<file path="config.mk">
export PLATFORM = sky130hd
export DESIGN_NAME = window_level_to_8bit_luma
export DESIGN_NICKNAME = d
export VERILOG_FILES = /design/src/rtl/wl8_pkg.sv /design/src/rtl/wl8_ctrl.sv /design/src/rtl/wl8_dpath.sv /design/src/rtl/window_level_to_8bit_luma.sv
export SDC_FILE = /design/constraint.sdc
export NUM_CORES = 2
export LEC_CHECK = 0
export BUFFER_PORTS_ARGS = -buffer_cell sky130_fd_sc_hd__buf_2
export CORE_MARGIN = 1.5
export CORE_UTILIZATION = 59
export CTS_CLUSTER_DIAMETER = 120
export CTS_CLUSTER_SIZE = 12
export DETAILED_ROUTE_END_ITERATION = 6
export PLACE_DENSITY = 0.86
export SETUP_SLACK_MARGIN = 0.2
export SYNTH_ARGS = -nofsm -noshare
export SYNTH_HDL_FRONTEND = slang
export SYNTH_HIERARCHICAL = 1
export SYNTH_SLANG_ARGS = --single-unit
</file>
<file path="constraint.sdc">
create_clock -name clk -period 7.3 [get_ports clk]
set_input_delay 0 -clock clk [delete_from_list [all_inputs] [get_ports clk]]
set_output_delay 0 -clock clk [all_outputs]
set_load 0.02 [all_outputs]
</file>
<file path="src/rtl/wl8_pkg.sv">
// Shared types and constants for the window/level luma mapper.
`timescale 1ns / 1ps
package wl8_pkg;

  // Item kinds on the input stream.
  localparam logic KIND_SURVEY  = 1'b0;
  localparam logic KIND_CONVERT = 1'b1;

  // Sample width modes.
  localparam logic [1:0] MODE_8BIT  = 2'd0;
  localparam logic [1:0] MODE_16BIT = 2'd1;

  // Configuration register indexes.
  localparam int CFG_IDX_W = 3;
  localparam logic [CFG_IDX_W-1:0] REG_WIDTH_MODE = 3'd0;
  localparam logic [CFG_IDX_W-1:0] REG_PIX_SIGNED = 3'd1;
  localparam logic [CFG_IDX_W-1:0] REG_INVERT     = 3'd2;
  localparam logic [CFG_IDX_W-1:0] REG_USE_WINDOW = 3'd3;
  localparam logic [CFG_IDX_W-1:0] REG_CENTER     = 3'd4;
  localparam logic [CFG_IDX_W-1:0] REG_WIDTH      = 3'd5;
  localparam logic [CFG_IDX_W-1:0] REG_SLOPE      = 3'd6;
  localparam logic [CFG_IDX_W-1:0] REG_INTERCEPT  = 3'd7;

  // Window span and division numerator widths.
  localparam int DIFF_W = 42;
  localparam int NUM_W  = 50;

  typedef struct packed {
    logic take;
    logic mul;
    logic sum;
    logic cmp;
    logic prep;
    logic div;
    logic emit;
  } wl8_cmd_t;

  typedef struct packed {
    logic fast;
    logic clamp;
    logic out_free;
  } wl8_sts_t;

endpackage

</file>
<file path="src/rtl/wl8_ctrl.sv">
// Sequencer that steps one convert item through the mapping datapath.
`timescale 1ns / 1ps
module wl8_ctrl (
  input  logic              clk,
  input  logic              rst,
  input  logic              in_valid,
  input  logic              in_kind,
  input  wl8_pkg::wl8_sts_t sts,
  output wl8_pkg::wl8_cmd_t cmd
);
  import wl8_pkg::*;

  typedef enum logic [2:0] {
    ST_IDLE, ST_MUL, ST_SUM, ST_CMP, ST_PREP, ST_DIV, ST_DONE
  } state_t;

  state_t     state;
  logic [2:0] cnt;

  always_comb begin
    cmd      = '0;
    cmd.take = (state == ST_IDLE);
    cmd.mul  = (state == ST_MUL);
    cmd.sum  = (state == ST_SUM);
    cmd.cmp  = (state == ST_CMP);
    cmd.prep = (state == ST_PREP);
    cmd.div  = (state == ST_DIV);
    cmd.emit = (state == ST_DONE) && sts.out_free;
  end

  always_ff @(posedge clk) begin
    if (rst) begin
      state <= ST_IDLE;
      cnt   <= '0;
    end else begin
      case (state)
        ST_IDLE: begin
          if (in_valid && in_kind == KIND_CONVERT) begin
            state <= sts.fast ? ST_DONE : ST_MUL;
          end
        end
        ST_MUL:  state <= ST_SUM;
        ST_SUM:  state <= ST_CMP;
        ST_CMP:  state <= sts.clamp ? ST_DONE : ST_PREP;
        ST_PREP: begin
          state <= ST_DIV;
          cnt   <= '0;
        end
        ST_DIV: begin
          cnt <= cnt + 3'd1;
          if (cnt == 3'd7) begin
            state <= ST_DONE;
          end
        end
        ST_DONE: begin
          if (sts.out_free) begin
            state <= ST_IDLE;
          end
        end
        default: state <= ST_IDLE;
      endcase
    end
  end

endmodule

</file>
<file path="src/rtl/wl8_dpath.sv">
// Datapath: configuration, auto range, rescale, window compare, divider and output register.
`timescale 1ns / 1ps
module wl8_dpath #(
  parameter int SAMPLE_BITS = 16
) (
  input  logic                              clk,
  input  logic                              rst,
  input  wl8_pkg::wl8_cmd_t                 cmd,
  output wl8_pkg::wl8_sts_t                 sts,
  input  logic                              cfg_we,
  input  logic [wl8_pkg::CFG_IDX_W-1:0]     cfg_index,
  input  logic [31:0]                       cfg_data,
  input  logic                              in_valid,
  input  logic [1:0]                        in_user,
  input  logic [15:0]                       in_sample,
  input  logic                              in_last,
  output logic                              out_valid,
  input  logic                              out_ready,
  output logic [7:0]                        out_luma,
  output logic                              out_error,
  output logic                              out_last
);
  import wl8_pkg::*;

  localparam int RW = SAMPLE_BITS + 1;
  localparam int PW = RW + 32;
  localparam int VW = PW + 2;

  logic [1:0]  mode;
  logic        pix_signed;
  logic        invert;
  logic        use_window;
  logic [31:0] center;
  logic [31:0] width;
  logic [31:0] slope;
  logic [31:0] icpt;

  logic signed [RW-1:0] range_min;
  logic signed [RW-1:0] range_max;
  logic                 range_valid;

  logic [15:0]          smp;
  logic                 last_r;
  logic                 err_r;
  logic                 noinv;
  logic [7:0]           lum;
  logic signed [VW-1:0] l2;
  logic signed [VW-1:0] u2;
  logic signed [PW-1:0] prod;
  logic signed [VW-1:0] rv2;
  logic [DIFF_W-1:0]    w2;
  logic [DIFF_W-1:0]    diff;
  logic [NUM_W-1:0]     num;
  logic [NUM_W-1:0]     dv;

  function automatic logic signed [RW-1:0] raw_value(input logic [15:0] s, input logic sgn);
    logic [SAMPLE_BITS-1:0] v;
    v = s[SAMPLE_BITS-1:0];
    raw_value = {sgn & v[SAMPLE_BITS-1], v};
  endfunction

  logic                 accept;
  logic signed [RW-1:0] in_raw;
  logic signed [RW-1:0] cv_raw;
  logic                 given;
  logic signed [VW-1:0] l2_sel;
  logic signed [VW-1:0] u2_sel;
  logic signed [VW-1:0] c512;
  logic signed [VW-1:0] w256;
  logic signed [VW-1:0] rsum;
  logic                 le_low;
  logic                 ge_high;
  logic [NUM_W:0]       trial;

  assign accept  = cmd.take && in_valid;
  assign in_raw  = raw_value(in_sample, pix_signed);
  assign cv_raw  = raw_value(smp, pix_signed);
  assign given   = use_window && (width != 32'd0);
  assign c512    = {{(VW-41){center[31]}}, center, 9'b0};
  assign w256    = {{(VW-40){1'b0}}, width, 8'b0};
  assign l2_sel  = given ? (c512 - w256) : {{(VW-RW-17){range_min[RW-1]}}, range_min, 17'b0};
  assign u2_sel  = given ? (c512 + w256) : {{(VW-RW-17){range_max[RW-1]}}, range_max, 17'b0};
  assign rsum    = {{(VW-PW){prod[PW-1]}}, prod} + {{(VW-40){icpt[31]}}, icpt, 8'b0};
  assign le_low  = (rv2 <= l2);
  assign ge_high = (rv2 >= u2);
  assign trial   = {1'b0, num} - {1'b0, dv};

  always_comb begin
    sts.out_free = !out_valid || out_ready;
    sts.clamp    = le_low || ge_high;
    sts.fast     = (mode != MODE_16BIT) ||
                   (!given && (!range_valid || range_min == range_max));
  end

  always_ff @(posedge clk) begin
    if (rst) begin
      mode        <= MODE_16BIT;
      pix_signed  <= 1'b0;
      invert      <= 1'b0;
      use_window  <= 1'b0;
      center      <= '0;
      width       <= '0;
      slope       <= 32'h0001_0000;
      icpt        <= '0;
      range_min   <= '0;
      range_max   <= '0;
      range_valid <= 1'b0;
      out_valid   <= 1'b0;
    end else begin
      if (cfg_we) begin
        case (cfg_index)
          REG_WIDTH_MODE: mode       <= cfg_data[1:0];
          REG_PIX_SIGNED: pix_signed <= cfg_data[0];
          REG_INVERT:     invert     <= cfg_data[0];
          REG_USE_WINDOW: use_window <= cfg_data[0];
          REG_CENTER:     center     <= cfg_data;
          REG_WIDTH:      width      <= cfg_data;
          REG_SLOPE:      slope      <= cfg_data;
          REG_INTERCEPT:  icpt       <= cfg_data;
          default: ;
        endcase
      end
      if (accept && in_user[0] == KIND_SURVEY) begin
        range_valid <= 1'b1;
        if (in_user[1] || !range_valid) begin
          range_min <= in_raw;
          range_max <= in_raw;
        end else begin
          if (in_raw < range_min) range_min <= in_raw;
          if (in_raw > range_max) range_max <= in_raw;
        end
      end
      if (cmd.emit) begin
        out_valid <= 1'b1;
      end else if (out_ready) begin
        out_valid <= 1'b0;
      end
    end
  end

  always_ff @(posedge clk) begin
    if (accept && in_user[0] == KIND_CONVERT) begin
      smp    <= in_sample;
      last_r <= in_last;
      l2     <= l2_sel;
      u2     <= u2_sel;
      err_r  <= 1'b0;
      noinv  <= 1'b0;
      lum    <= 8'd0;
      if (mode == MODE_8BIT) begin
        lum <= in_sample[7:0];
      end else if (mode == MODE_16BIT) begin
        if (!given && !range_valid) begin
          err_r <= 1'b1;
          noinv <= 1'b1;
        end else if (!given && range_min == range_max) begin
          lum   <= 8'd128;
          noinv <= 1'b1;
        end
      end else begin
        err_r <= 1'b1;
        noinv <= 1'b1;
      end
    end
    if (cmd.mul) begin
      prod <= PW'(cv_raw) * PW'($signed(slope));
      w2   <= DIFF_W'(u2 - l2);
    end
    if (cmd.sum) begin
      rv2 <= {rsum[VW-2:0], 1'b0};
    end
    if (cmd.cmp) begin
      diff <= DIFF_W'(rv2 - l2);
      if (le_low) begin
        lum <= 8'd0;
      end else if (ge_high) begin
        lum <= 8'd255;
      end
    end
    if (cmd.prep) begin
      num <= NUM_W'({diff, 8'b0}) - NUM_W'(diff) + NUM_W'(w2[DIFF_W-1:1]);
      dv  <= NUM_W'({w2, 7'b0});
    end
    if (cmd.div) begin
      if (!trial[NUM_W]) begin
        num <= trial[NUM_W-1:0];
      end
      dv  <= dv >> 1;
      lum <= {lum[6:0], !trial[NUM_W]};
    end
    if (cmd.emit) begin
      out_luma  <= (invert && !noinv) ? ~lum : lum;
      out_error <= err_r;
      out_last  <= last_r;
    end
  end

endmodule

</file>
<file path="src/rtl/window_level_to_8bit_luma.sv">
// Top level of the window/level mapper from medical pixels to 8-bit luma.
//
//   Channel    Direction  Payload
//   s_axis     in         tdata: sample; tuser: kind, frame_start; tlast: last_sample
//   m_axis     out        tdata: luma; tuser: error; tlast: last_pixel
//   cfg        in         cfg_index selects the register, cfg_data is written on cfg_we
//
// A survey item is taken in the idle step. A convert item skips to the final step in
// 8-bit mode, for a flat or unsurveyed range and an unsupported depth, passes
// multiply, sum and compare when outside the window, and inside it also prep and
// a restoring divider with one quotient bit per cycle. Reset is synchronous, clears
// the range and resets the registers. The result waits in an output register, so the
// next item is accepted meanwhile; an untaken result holds the sequencer in ST_DONE.
`timescale 1ns / 1ps
module window_level_to_8bit_luma #(
  parameter int SAMPLE_BITS = 16
) (
  input  logic                          clk,
  input  logic                          rst,
  input  logic                          s_axis_tvalid,
  output logic                          s_axis_tready,
  input  logic [15:0]                   s_axis_tdata,  // [15:0] sample
  input  logic [1:0]                    s_axis_tuser,  // [0] kind, [1] frame_start
  input  logic                          s_axis_tlast,
  output logic                          m_axis_tvalid,
  input  logic                          m_axis_tready,
  output logic [7:0]                    m_axis_tdata,  // [7:0] luma
  output logic                          m_axis_tuser,  // [0] error
  output logic                          m_axis_tlast,
  input  logic                          cfg_we,
  input  logic [wl8_pkg::CFG_IDX_W-1:0] cfg_index,
  input  logic [31:0]                   cfg_data
);
  import wl8_pkg::*;

  wl8_cmd_t cmd;
  wl8_sts_t sts;

  assign s_axis_tready = cmd.take;

  wl8_ctrl u_ctrl (
    .clk      (clk),
    .rst      (rst),
    .in_valid (s_axis_tvalid),
    .in_kind  (s_axis_tuser[0]),
    .sts      (sts),
    .cmd      (cmd)
  );

  wl8_dpath #(
    .SAMPLE_BITS (SAMPLE_BITS)
  ) u_dpath (
    .clk       (clk),
    .rst       (rst),
    .cmd       (cmd),
    .sts       (sts),
    .cfg_we    (cfg_we),
    .cfg_index (cfg_index),
    .cfg_data  (cfg_data),
    .in_valid  (s_axis_tvalid),
    .in_user   (s_axis_tuser),
    .in_sample (s_axis_tdata),
    .in_last   (s_axis_tlast),
    .out_valid (m_axis_tvalid),
    .out_ready (m_axis_tready),
    .out_luma  (m_axis_tdata),
    .out_error (m_axis_tuser),
    .out_last  (m_axis_tlast)
  );

`ifndef SYNTH
  a_err_zero: assert property (@(posedge clk) disable iff (rst)
    (m_axis_tvalid && m_axis_tuser) |-> (m_axis_tdata == 8'd0))
    else $error("error result carries nonzero luma");

  a_reset_empty: assert property (@(posedge clk)
    rst |=> !m_axis_tvalid)
    else $error("result present right after reset");

  a_survey_silent: assert property (@(posedge clk) disable iff (rst)
    (s_axis_tvalid && s_axis_tready && s_axis_tuser[0] == KIND_SURVEY && !m_axis_tvalid)
    |=> !m_axis_tvalid)
    else $error("survey item produced a result");
`endif

endmodule
</file>
Word-level counts from Yosys, hierarchy flattened. Cells that the tools add are included.

Input port bits: 59. Bits in writable memories: 0. Bits in latches: 0. Memory bits (read-only): 0. Memories kept: 0. Output and inout bits: 12. Register bits: 596. Word-level logic and storage cells: 145.

Shift operators: 0. Bitwise logic cells: 4. Mux-type cells: 35. $lt $le $gt $ge: 4. Equal/unequal tests: 20. Divide/modulo/power cells: 0. $add $sub $neg: 9. Reductions and logical operators: 39. Multiply operators: 1.

Operator list (count): 50-bit two-way mux (3); 51-bit two-way mux (2); 42-bit subtractor (2); 8-bit two-way mux (10); 17-bit two-way mux (4); 51-bit greater-or-equal comparator (1); 51-bit less-or-equal comparator (1); 50-bit by 49-bit subtractor with 51-bit output (1); 49-bit by 40-bit adder with 50-bit output (1); 50-bit by 41-bit adder with 50-bit output (1); 50-bit by 42-bit subtractor with 50-bit output (1); 17-bit by 32-bit multiplier with 49-bit output (1); 49-bit two-way mux (1); 48-bit two-way mux (1); 41-bit by 41-bit adder with 42-bit output (1); 41-bit by 41-bit subtractor with 42-bit output (1); 32-bit nonzero test (1); 3-bit == test, second input constant (8); 3-bit one-hot mux with 7 select lines (1); 2-bit AND reduction (10); 17-bit == test (1); 17-bit greater-than comparator (1); 17-bit less-than comparator (1); 3-bit by 2-bit == test with 1-bit output, second input constant (4); other kinds (18) (53).

Logic depth before layout (Yosys ltp).
Depth after elaboration: 13. Depth in mapped cells: 26. Depth with buffers taken out: 25.

By module. The synthesis kept the hierarchy.

By module, submodules not included: wl8_dpath (sequential area each 14093.5 um^2, cells each 6141, instances 1, area an instance 54649.9 um^2); wl8_ctrl (sequential area each 120.1 um^2, cells each 49, instances 1, area an instance 411.6 um^2).

Worst setup path after synthesis. OpenSTA, ideal clock, no wires.

Path kind: register to register. Start point: reg u_dpath.slope[11]. End point: reg u_dpath.prod[47], data pin. Slack: 0.430 ns. Data required time: 7.043 ns. Data arrival time: 6.613 ns. Cell stages (with the launch flop): 27. Setup time: 0.257 ns. Path buffers: 2. Period minus slack after synthesis: 6.870 ns. Cell sequence: dfxtp_1 -> clkbuf_1 -> clkbuf_1 -> nand2_1 -> fa_1 -> inv_1 -> fa_1 -> inv_1 -> fa_1 -> inv_1 -> fa_1 -> fa_1 -> inv_1 -> fa_1 -> inv_1 -> ha_1 -> a21o_1 -> a21oi_1 -> o221ai_1 -> a221o_1 -> o211ai_1 -> a21boi_1 -> nor4b_1 -> o21ai_1 -> and2_1 -> a31o_1 -> xor2_1.

Cells in the longest elaborated chain, start to end: 1.

RTL lines: start, declared (RTL line wl8_dpath.sv:35) `logic [31:0] slope;`; start signal, assigned (RTL line wl8_dpath.sv:118) `REG_SLOPE: slope <= cfg_data;`; 17-bit by 32-bit multiplier with 49-bit output (RTL line wl8_dpath.sv:166) `prod <= PW'(cv_raw) * PW'($signed(slope));`; end signal, assigned (RTL line wl8_dpath.sv:166); end, declared (RTL line wl8_dpath.sv:49) `logic signed [PW-1:0] prod;`.

Every way passes these cells. A chain may end at the register's enable or synchronous reset.

Final worst setup path.
Start point: reg u_dpath.smp[7]. End point: reg u_dpath.prod[47], data pin.

Cells in the longest elaborated chain, start to end: 1.

RTL lines: start, declared (RTL line wl8_dpath.sv:42) `logic [15:0] smp;`; start signal, assigned (RTL line wl8_dpath.sv:143) `smp <= in_sample;`; 17-bit by 32-bit multiplier with 49-bit output (RTL line wl8_dpath.sv:166).

Every way passes these cells.

==> results.py <==
metrics = {
    "worst_setup_path": {
        "rr_worst_depth": 26,
        "critPathSlowestCell": "fa_1",
        "rr_endpoint": "u_dpath/prod[47]",
        "end_kind": "register",
        "cp-start-kind": "register",
        "crit_type": "reg2reg",
        "ff2ff_setup_slack_ns": 0.38,
        "worst-path-buf-inv": 7,
        "cp_top_family": "adder cells",
        "critPathArrivalTime_ns": 7.30,
        "critPathMaxFanout": 16,
        "crit_required_ns": 7.68,
        "rr_startpoint": "u_dpath/smp[7]",
        "critical-path-max-stage-delay_ns": 0.53,
    },
    "synthesis": {
        "synth-seq-cells": 551,
        "synth_fp_nets": 7271,
        "synth_cell_type_count": 90,
        "syn_area_per_cell_um2": 8.90,
        "synth_ff_type": "edfxtp_1",
        "ys_warn_count": 6,
        "netlist_instances": 6190,
        "syn_area_um2": 55100,
        "synth_top_area_cell": "fa_1",
        "synth_area_leaders": "fa_1, edfxtp_1, ha_1",
        "synth_edf_count": 318,
        "synth_top_area_share_pct": 20.3,
        "yosysSeqAreaShare_pct": 25.8,
        "async_flop_share_pct": 0,
    },
    "hold_path": {
        "min_path_cells": 2,
        "hold_path.class": "in2reg",
        "hp-start": "s_axis_tlast",
        "worstHoldEndpoint": "u_dpath/last_r",
    },
    "sta": {
        "slew_headroom_pct": 21.7,
        "hold_slack_ns": 0.0786,
        "finalHoldViolations": 0,
        "setup_violations": 0,
        "max_freq_mhz": 145,
        "fin_setup_tns_ns": 0,
        "min_period_over_period_pct": 94.8,
        "tightest_slew_ns": 1.17,
        "finClkSkew_ns": 0.0360,
        "slew_viol_final": 0,
        "finalCriticalPeriod_ns": 6.92,
        "rsz0062_at_grt": "yes",
    },
    "cells_and_area": {
        "final_cell_count_no_fill": 7526,
        "areaGrowthSynthToFinish_pct": 7.66,
        "final_nets": 7321,
        "stdcell_area_um2": 59300,
        "drive_above_1_share_pct": 5.13,
        "fillCellCount": 7091,
        "seq_area_um2": 14200,
        "multi_input_area_um2": 36300,
    },
    "floorplan": {
        "pin_count": 71,
        "coreArea_um2": 92100,
        "start_util_pct": 59.8,
        "fp-row-count": 111,
        "die_y_um": 308,
        "die_x_um": 308,
        "die_area_um2": 95200,
    },
    "run_status": {
        "status": "complete, no violations",
    },
    "global_route": {
        "grt-ovfl-total": 0,
        "track_usage_pct": 29.9,
        "grt_max_degree": 107,
        "antenna_found_initial": 3,
        "grt_pass1_vias": 43891,
        "grt_pass1_wl_um": 227000,
    },
    "routing": {
        "first_pass_iters": 6,
        "drc": 0,
        "wl_per_cell_um": 18.8,
        "wl_um": 141000,
        "vias_per_cell": 5.78,
        "antenna_left": 0,
        "vias": 43495,
        "drt_iter0_drc": 3818,
    },
    "clocking": {
        "clkTransAtPathRegs_ns": 0.07,
        "worstSkewPairLatency_ns": 0.65,
        "cts.sinks": 551,
        "numCtsBuffers": 51,
        "cts_root_buf": "clkbuf_16",
        "ctsLongestPathBuffers": 3,
        "h-tree-depth": 2,
        "cts_tree": "built",
    },
    "placed_design": {
        "place_congestion": 0.958,
        "place.detailed.hpwl_um": 111000,
        "dpl_cell_area_um2": 56900,
        "placedCellCount": 7358,
        "port_buffers": 70,
    },
    "flow_run": {
        "maxCapViolations": 0,
    },
    "power": {
        "total_power_mw": 14.7,
        "leakagePower_nw": 27.5,
        "ir_worst_vdd_uv": 211,
        "p_per_area_nw_per_um2": 248,
    },
}
==> cells in the mapped netlist (all sizes together) (91+ instances only) <==
master	instances
nor2	259
edfxtp	318
clkbuf	233
fa	558
a21o	167
ha	464
dfxtp	233
inv	1021
nand2b	91
and2	229
xor2	95
a21oi	472
xnor2	206
o21ai	250
nand2	823
==> layer usage <==
layer	share of wire, %	up-vias	wire length, µm	track usage (%)
met5	0	-	0	0
met4	4.2	0	5880	10.7
met2	48	1762	67100	50.7
met1	41	20966	57500	38.8
met3	7.6	388	10700	4.41
li1	-	20379	-	-
==> power by group <==
group          internal (mW)  switching (mW)
clock                   1.33            1.23
combinational           3.04            4.49
sequential              4.19           0.436
total                   8.56            6.16
==> how the worst max path moves through the flow <==
stage / startpoint / end / cells past startpoint
2_1_floorplan: u_dpath/slope[11] / u_dpath/prod[47] / 26
3_3_place_gp: u_dpath/smp[7] / u_dpath/prod[47] / 25
3_5_place_dp: u_dpath/smp[15] / u_dpath/prod[47] / 23
4_1_cts: u_dpath/smp[15] / u_dpath/prod[47] / 22
5_1_grt: u_dpath/smp[7] / u_dpath/prod[47] / 25
6_report: u_dpath/smp[7] / u_dpath/prod[47] / 26
==> area by class of cell <==
type | instances | area share [%]
Sequential cell | 551 | 24.0
Multi-Input combinational cell | 4374 | 61.2
Inverter | 1023 | 6.49
Tap cell | 1243 | 2.62
Timing Repair Buffer | 239 | 3.14
Antenna cell | 2 | 0.00844
Clock inverter | 3 | 0.129
Clock buffer | 91 | 2.41
==> repair_timing <==
action                                  4_1_cts  5_1_grt
buffers inserted                              0        7
cloned                                        0        1
endpoints found under the setup margin        4       12
hold buffers                                 64        0
hold endpoints to repair                    197        0
gates resized for setup                       2       40
pin swaps                                     0       13
==> logic make-up (layout without fill, tap and decap cells) <==
family          after synthesis  in the layout  synth area share [%]
simple gates               1753           1753                  14.8
buf+inv                    1265           1356                  8.68
compound gates             1242           1242                  14.1
fa+ha+maj                  1022           1022                  30.8
flops                       551            551                  25.8
xor+xnor                    301            301                  4.79
mux                          55             55                  1.01
other cells                   1              3               0.00681
==> sequential cells by signal, indices dropped and copies added (netlist names), 33 cells and up <==
| register | count |
|---|---|
| u_dpath/u2 | 33 |
| u_dpath/prod | 49 |
| u_dpath/l2 | 34 |
| u_dpath/dv | 49 |
| u_dpath/w2 | 33 |
| u_dpath/diff | 41 |
| u_dpath/num | 50 |
| u_dpath/rv2 | 50 |
==> cells in the final DEF, fill, tap and decap left out, types with 40 or more instances in the layout <==
cell	count
inv_1	1015
nand2_1	821
fa_1	558
a21oi_1	464
ha_1	459
edfxtp_1	318
nor2_1	254
and2_1	227
dfxtp_1	225
xnor2_1	206
o21ai_0	172
a21o_1	167
buf_4	98
xor2_1	95
nand2b_1	91
nand3_1	75
o21ai_1	75
buf_2	69
dlygate4sd3_1	64
clkbuf_16	52
nor3_1	52
mux2i_1	52
nor2b_1	49
o21a_1	45
nand4_1	43
o21bai_1	41
clkbuf_1	40
==> per-stage QoR <==
| step | setup WS [ns] | utilization [%] |
|---|---|---|
| after floorplan | 0.430 | - |
| after global placement | 0.181 | 61.8 |
| after detailed placement | 0.0440 | 61.8 |
| after CTS | 0.174 | 64.1 |
| after global routing | 0.160 | 64.4 |
| final | 0.382 | 64.4 |
Note: power is estimated with default switching activity, not from simulation.
